===== src/cpt4_pkg.sv =====
`default_nettype none
package cpt4_pkg;

    localparam int COORD_W = 32;
    localparam int BASIS_W = 16;
    localparam int BASIS_FRAC = BASIS_W - 2;
    localparam int TRIG_W = 16;
    localparam int TRIG_FRAC = 14;
    localparam int DIFF_W = COORD_W + 1;
    localparam int PROD_W = DIFF_W + BASIS_W;
    localparam int ACC_W = PROD_W + 2;
    localparam int QDEPTH = 2;

    localparam logic [1:0] OP_TRANSFORM = 2'd0;
    localparam logic [1:0] OP_ROTATE    = 2'd1;
    localparam logic [1:0] OP_MOVE      = 2'd2;
    localparam logic [1:0] OP_NONE      = 2'd3;

    typedef logic signed [COORD_W-1:0] coord_t;
    typedef logic signed [BASIS_W-1:0] basis_t;

    typedef struct packed {
        logic [1:0]                operation;
        logic [2:0]                plane;
        logic [1:0]                axis;
        logic signed [TRIG_W-1:0]  cos_value;
        logic signed [TRIG_W-1:0]  sin_value;
        logic signed [31:0]        distance;
        logic signed [31:0]        point_w;
        logic signed [31:0]        point_x;
        logic signed [31:0]        point_y;
        logic signed [31:0]        point_z;
    } in_word_t;

    typedef struct packed {
        logic signed [31:0] view_w;
        logic signed [31:0] view_x;
        logic signed [31:0] view_y;
        logic signed [31:0] view_z;
    } out_word_t;

    // classified command handed from front to back
    typedef struct packed {
        logic [1:0]               op;
        logic [1:0]               col_a;
        logic [1:0]               col_b;
        logic signed [TRIG_W-1:0] c;
        logic signed [TRIG_W:0]   s;
        logic [1:0]               axis;
        logic signed [31:0]       distance;
        logic signed [31:0]       pw;
        logic signed [31:0]       px;
        logic signed [31:0]       py;
        logic signed [31:0]       pz;
    } cmd_t;

    function automatic logic [1:0] plane_a(input logic [2:0] p);
        case (p)
            3'd1, 3'd5: plane_a = 2'd1;
            3'd2:       plane_a = 2'd2;
            default:    plane_a = 2'd0;
        endcase
    endfunction

    function automatic logic [1:0] plane_b(input logic [2:0] p);
        case (p)
            3'd0:       plane_b = 2'd1;
            3'd1, 3'd4: plane_b = 2'd2;
            default:    plane_b = 2'd3;
        endcase
    endfunction

endpackage
`default_nettype wire


===== src/cpt4_front.sv =====
`default_nettype none
module cpt4_front (
    input  wire logic             clk,
    input  wire logic             rst_n,
    input  wire logic             in_valid,
    output logic                  in_ready,
    input  wire cpt4_pkg::in_word_t in_data,
    output logic                  cmd_valid,
    input  wire logic             cmd_ready,
    output cpt4_pkg::cmd_t        cmd_data
);
    // two-entry queue
    cpt4_pkg::cmd_t q_reg [cpt4_pkg::QDEPTH];
    logic       wp_reg, wp_next, rp_reg, rp_next;
    logic [1:0] cnt_reg, cnt_next;
    cpt4_pkg::cmd_t cmd;
    logic       drop, push, pop;

    always_comb
    begin
        cmd = '0;
        cmd.op = in_data.operation;
        cmd.col_a = cpt4_pkg::plane_a(in_data.plane);
        cmd.col_b = cpt4_pkg::plane_b(in_data.plane);
        cmd.c = in_data.cos_value;
        cmd.s = (in_data.plane == 3'd3) ? -{in_data.sin_value[15], in_data.sin_value}
                                        : {in_data.sin_value[15], in_data.sin_value};
        cmd.axis = in_data.axis;
        cmd.distance = in_data.distance;
        cmd.pw = in_data.point_w;
        cmd.px = in_data.point_x;
        cmd.py = in_data.point_y;
        cmd.pz = in_data.point_z;
        // no-ops, and rotates with a plane above 5, are dropped here
        drop = (in_data.operation == cpt4_pkg::OP_NONE) ||
               (in_data.operation == cpt4_pkg::OP_ROTATE && in_data.plane > 3'd5);
    end

    assign in_ready  = (cnt_reg != 2'd2);
    assign cmd_valid = (cnt_reg != 2'd0);
    assign cmd_data  = q_reg[rp_reg];
    assign push = in_valid && in_ready && !drop;
    assign pop  = cmd_valid && cmd_ready;

    always_comb
    begin
        wp_next  = push ? ~wp_reg : wp_reg;
        rp_next  = pop ? ~rp_reg : rp_reg;
        cnt_next = cnt_reg + {1'b0, push} - {1'b0, pop};
    end

    always_ff @(posedge clk or negedge rst_n)
    begin
        if (!rst_n)
        begin
            wp_reg <= 1'b0;
            rp_reg <= 1'b0;
            cnt_reg <= 2'd0;
        end
        else
        begin
            wp_reg <= wp_next;
            rp_reg <= rp_next;
            cnt_reg <= cnt_next;
        end
    end

    always_ff @(posedge clk)
    begin
        if (push)
            q_reg[wp_reg] <= cmd;
    end
endmodule
`default_nettype wire


===== config.mk =====
export PLATFORM = sky130hd
export DESIGN_NAME = cpt4_front
export DESIGN_NICKNAME = d
export VERILOG_FILES = /design/src/cpt4_pkg.sv /design/src/cpt4_front.sv
export SDC_FILE = /design/constraint.sdc
export NUM_CORES = 1
export LEC_CHECK = 0
export ABC_AREA = 1
export BUFFER_PORTS_ARGS = -buffer_cell sky130_fd_sc_hd__buf_2
export CAP_MARGIN = 20
export CORE_ASPECT_RATIO = 0.75
export CORE_MARGIN = 2
export CORE_UTILIZATION = 30
export CTS_CLUSTER_DIAMETER = 100
export CTS_CLUSTER_SIZE = 12
export DETAILED_ROUTE_END_ITERATION = 6
export RECOVER_POWER = 50
export SLEW_MARGIN = 10
export SYNTH_ARGS = -nofsm -noshare
export SYNTH_HDL_FRONTEND = slang
export SYNTH_SLANG_ARGS = --single-unit

===== constraint.sdc =====
create_clock -name clk -period 9.4 [get_ports clk]
set_clock_uncertainty 0.15 [all_clocks]
set_input_delay 1.88 -clock clk [delete_from_list [all_inputs] [get_ports clk]]
set_output_delay 1.88 -clock clk [all_outputs]
set_load 0.02 [all_outputs]

# [Word level (Yosys, flattened, before mapping)]
# Memories as Yosys holds them, arrays and structs flattened.
# Index checks and enable logic that the tools add are counted.
[word_totals] ff_bits=4 ram_bits=402 in_bits=203 output_inout_bits=203 word_cells=33 mem_count=1
[op_classes] addsub=3 n_lt_le_gt_ge=1 n_eq_ne=8 muxes=5 bitwise_logic=2 n_reduce_logical=10
[memory_table] memory="q_reg" words=2 width=201 rd=1 rd_ports_with_merged_regs=0 write_ports=1 line_no="cpt4_front.sv:13" rtl="cpt4_pkg::cmd_t q_reg [cpt4_pkg::QDEPTH];"
[ops] operator="$mux W17" count=1
[ops] operator="$neg A17 Y17" count=1
[ops] operator="$pmux W2 S2" count=2
[ops] operator="$eq A3 B2 Y1 const B" count=2
[ops] operator="$eq A3 B3 Y1 const B" count=2
[ops] operator="$logic_and A1 B1 Y1" count=4
[ops] operator="$reduce_or A2 Y1" count=2
[ops] operator="$eq A3 B1 Y1 const B" count=1
[ops] operator="$gt A3 B3 Y1 const B" count=1
[ops] operator="$logic_not A3 Y1" count=1
[ops] operator="$add A2 B1 Y2" count=1
[ops] operator="$eq A2 B1 Y1 const B" count=1
[ops] operator="$eq A2 B2 Y1 const B" count=1
[ops] operator="$mux W1" count=2
[ops] operator="$ne A2 B2 Y1 const B" count=1
[ops] operator="$not A1 Y1" count=2
[ops] operator="$reduce_bool A2 Y1" count=1
[ops] operator="$sub A2 B1 Y2" count=1
[ops] operator="$logic_not A1 Y1" count=1
[ops] operator="$logic_or A1 B1 Y1" count=1

# [Depth between registers and ports, before layout]
[depth] depth_word=7 ltp_mapped=8 depth_no_buf=8

# [Worst setup path after synthesis]
# No wires, ideal clock.
[synth_timing] path_kind="input -> register" from="in in_data[195] (netlist name)" to="mem q_reg[1][0] (netlist name), enable pin" setup_time_ns=0.767 arrival_ns=10.590 required_ns=8.483 path_slack_ns=-2.106 path_stages=5 path_buffers=0 path_cell_list="nand2_1 > nand2_1 > a21oi_1 > nand2_1 > nor2_1"
[synth_between] elab_chain_cells=7
[synth_lines] element="start: declaration" line_no="cpt4_front.sv:7" rtl="input wire cpt4_pkg::in_word_t in_data,"
[synth_lines] element="$gt A3 B3 Y1" line_no="cpt4_front.sv:36" rtl="(in_data.operation == cpt4_pkg::OP_ROTATE && in_data.plane > 3'd5);"
[synth_lines] element="$logic_and A1 B1 Y1" line_no="cpt4_front.sv:36"
[synth_lines] element="$logic_or A1 B1 Y1" line_no="cpt4_front.sv:35" rtl="drop = (in_data.operation == cpt4_pkg::OP_NONE) ||"
[synth_lines] element="$logic_not A1 Y1" line_no="cpt4_front.sv:42" rtl="assign push = in_valid && in_ready && !drop;"
[synth_lines] element="$logic_and A1 B1 Y1" line_no="cpt4_front.sv:42"
[synth_lines] element="$mux W1" line_no="cpt4_front.sv:70" rtl="if (push)"
[synth_lines] element="$mux W1 (not written as such)" line_no="cpt4_front.sv:71" rtl="q_reg[wp_reg] <= cmd;"
[synth_lines] element="end: declaration" line_no="cpt4_front.sv:13"
# Every way passes these cells.

# [Worst setup path after layout]
[layout_timing] from="in in_data[195] (netlist name)" to="mem q_reg[1][42] (netlist name), enable pin"
# The elaborated chain is that of the path after synthesis.

==> reports/results.ini <==
[worst_setup_path]
timing.rr.start=cnt_reg[1]
start_kind=input pin
worstReg2RegEnd=q_reg[1][42]
worstPathRequired_ns=9.32
path_class=input pin to flop
ff2ff_setup_slack_ns=3.95
path_max_fanout=132
cp-end-kind=flop
reg2reg_depth=6
crit_arrival_ns=6.59

[die]
row_count=71
core_area_mm2=0.05019
boundaryPins=406
start_util_pct=30.45
die_area_mm2=0.05278
die_h_um=199.5
die_x_um=264.6

[route]
drtIter0Drc=735
wl_um=36490
first_pass_iters=5
drc=0
wl_per_cell_um=16.09
via_per_inst=4.328
postRouteAntennaNets=0
num_vias=9816

[finish]
fillers=4918
largest_register_ff_count=402
multi_input_area_mm2=0.002801
area_delta_synth_final_pct=23.82
nets=1805
drive_gt1_share_pct=22.90
regArea_mm2=0.01218

[clock_tree]
cts_root_buffer=clkbuf_16
post_cts_buffers=0
clock_latency_ns=0.54
clk_pin_slew_ns=0.06
cts_tree=yes
numCtsBuffers=39
cts_hold_buf=0
cts_resized=0
ctsHtreeMaxLevel=2
cts.sink_count=406
clockBufferDepth=3

[sta]
hold_viol=0
hold_slack_ns=0.4035
timing.final.crit_period_ns=6.672
fin_crit_sh_pct=70.98
rsz0062_at_grt=false
setup_viol=0
fmax_mhz=149.9
final.setup.tns_ns=0
worst_pin_slew_ns=3.623
slew-limit-headroom_pct=-141.6
slew_violations=225

[worst_hold_path]
hold_path_depth=1
hp-start=cnt_reg[0]
whs_endpoint=cnt_reg[0]
hp-class=flop to flop

[synth]
yosys.area_share.adder_pct=0.2456
ys_ff_latch=406
syn_area_per_cell_um2=12.85
synth.area.top_cells=edfxtp_1 79%, nand2_1 16%, dfrtp_1 0.65%
netlist_area_mm2=0.01528
synth_top_area_share_pct=78.99
ys_warn_count=0
synth_top_family_by_area=simple AND/OR/NAND/NOR gates
synthesis.nets=1395
ys_types=23
synthCells=1189
synth-compound-area-share_pct=0.1883
muxShareOfSynthArea_pct=0
synthXorXnorAreaFrac_pct=0.6304
synth_area_leader_cell=edfxtp_1
yosysSeqAreaShare_pct=79.65
synth_simple_gate_area_share_pct=17.43

[pwr]
p_leak_nw=7.831
peakVddDrop_v=0.0001603
power_density_mw_per_mm2=309.8

[grt]
antenna_found_initial=8
grt_pass1_wl_um=54440
grt_usage_pct=13.37
grt_start_max_net_pins=133
overflow=0
grt_pass1_vias=9692

[job]
max-cap-violations=4

[outcome]
outcome=finished, violations left
violations=max-capacitance violations, max-slew violations

[place]
routabilityCongestion=0.7772
dp_hpwl_um=23640
io_buffers=405

## kinds of logic (layout without fill, tap and decap cells)
kind of cell / count (synthesis) / count (layout)
compound gates: 5 / 5
xor+xnor: 11 / 11
fa+ha+maj: 3 / 3
buf+inv: 71 / 489
flops: 406 / 406
other cells: 0 / 4
simple gates: 693 / 693
## layer usage
| layer | track usage, % | wire length, um | vias to the layer above |
|---|---|---|---|
| li1 | - | - | 4788 |
| met1 | 16.62 | 14920 | 4633 |
| met2 | 21.99 | 17630 | 335 |
| met3 | 4.794 | 3216 | 52 |
| met4 | 3.935 | 664 | 8 |
| met5 | 0 | 56 | - |
## how the worst max path moves through the flow
| stage | end | start | cells past startpoint |
|---|---|---|---|
| final | q_reg[1][42] | in_data[195] | 7 |
| after global placement | cmd_data[45] | rp_reg | 5 |
| after floorplan | q_reg[1][0] | in_data[195] | 5 |
| after detailed placement | cmd_data[140] | rp_reg | 5 |
| after global routing | q_reg[1][131] | in_data[195] | 7 |
| after CTS | cmd_data[45] | rp_reg | 5 |
## power breakdown
group          internal [mW]  total (mW)  switching, mW
combinational          0.532        2.02           1.48
sequential              2.36        2.47          0.110
clock                  0.754        1.38          0.621
## cell usage in the layout, fill, tap and decap left out, types with 2 or more instances in the layout
| cell | n |
|---|---|
| buf_2 | 312 |
| nand3b_1 | 2 |
| dfrtp_1 | 3 |
| buf_4 | 7 |
| clkbuf_1 | 99 |
| clkbuf_16 | 39 |
| nor2_1 | 22 |
| o21ai_0 | 3 |
| ha_1 | 3 |
| xnor2_1 | 3 |
| diode_2 | 4 |
| nand2_1 | 648 |
| edfxtp_1 | 402 |
| nand2_2 | 2 |
| a21oi_1 | 2 |
| nand3_1 | 14 |
| nand4_1 | 3 |
| inv_6 | 4 |
| xor2_1 | 8 |
| inv_1 | 24 |
## area by class of cell
class	instances	share of cell area [%]
clock buffer	46	5.349
sequential	406	64.35
inverter	26	0.5422
multi-input combinational	712	14.81
tap	657	4.344
timing repair buffer	414	10.42
antenna	4	0.05290
clock inverter	3	0.1389
## stage by stage
step           cell area [um^2]  power (mW)  instances  util, %  worst slack [ns]
2_1_floorplan             15290       3.803       1189        -             1.293
3_3_place_gp              18050       4.551       2215    35.96             4.810
3_5_place_dp              18050       4.571       2215    35.96             4.803
4_1_cts                   19090       5.980       2264    38.03             4.170
5_1_grt                   18920       6.227       2266    37.69             2.155
6_report                  18920       5.863       2268    37.70             2.728
## worst max-delay path, cell delays in order
cell and delay [ns]:
clkbuf_1 0.12, nand2_1 0.09, nand2_1 0.05, a21oi_1 0.18, nand2_1 0.13, nor2_1 1.29, clkbuf_2 2.67
## cell usage after synthesis (all sizes together)
library cell,instances
a21oi,2
buf,21
clkbuf,24
dfrtp,4
edfxtp,402
ha,3
inv,26
nand2,650
nand3,14
nand3b,2
nand4,3
nor2,22
nor3,1
o21ai,3
or2,1
xnor2,3
xor2,8
(Power assumes the default switching activity.)
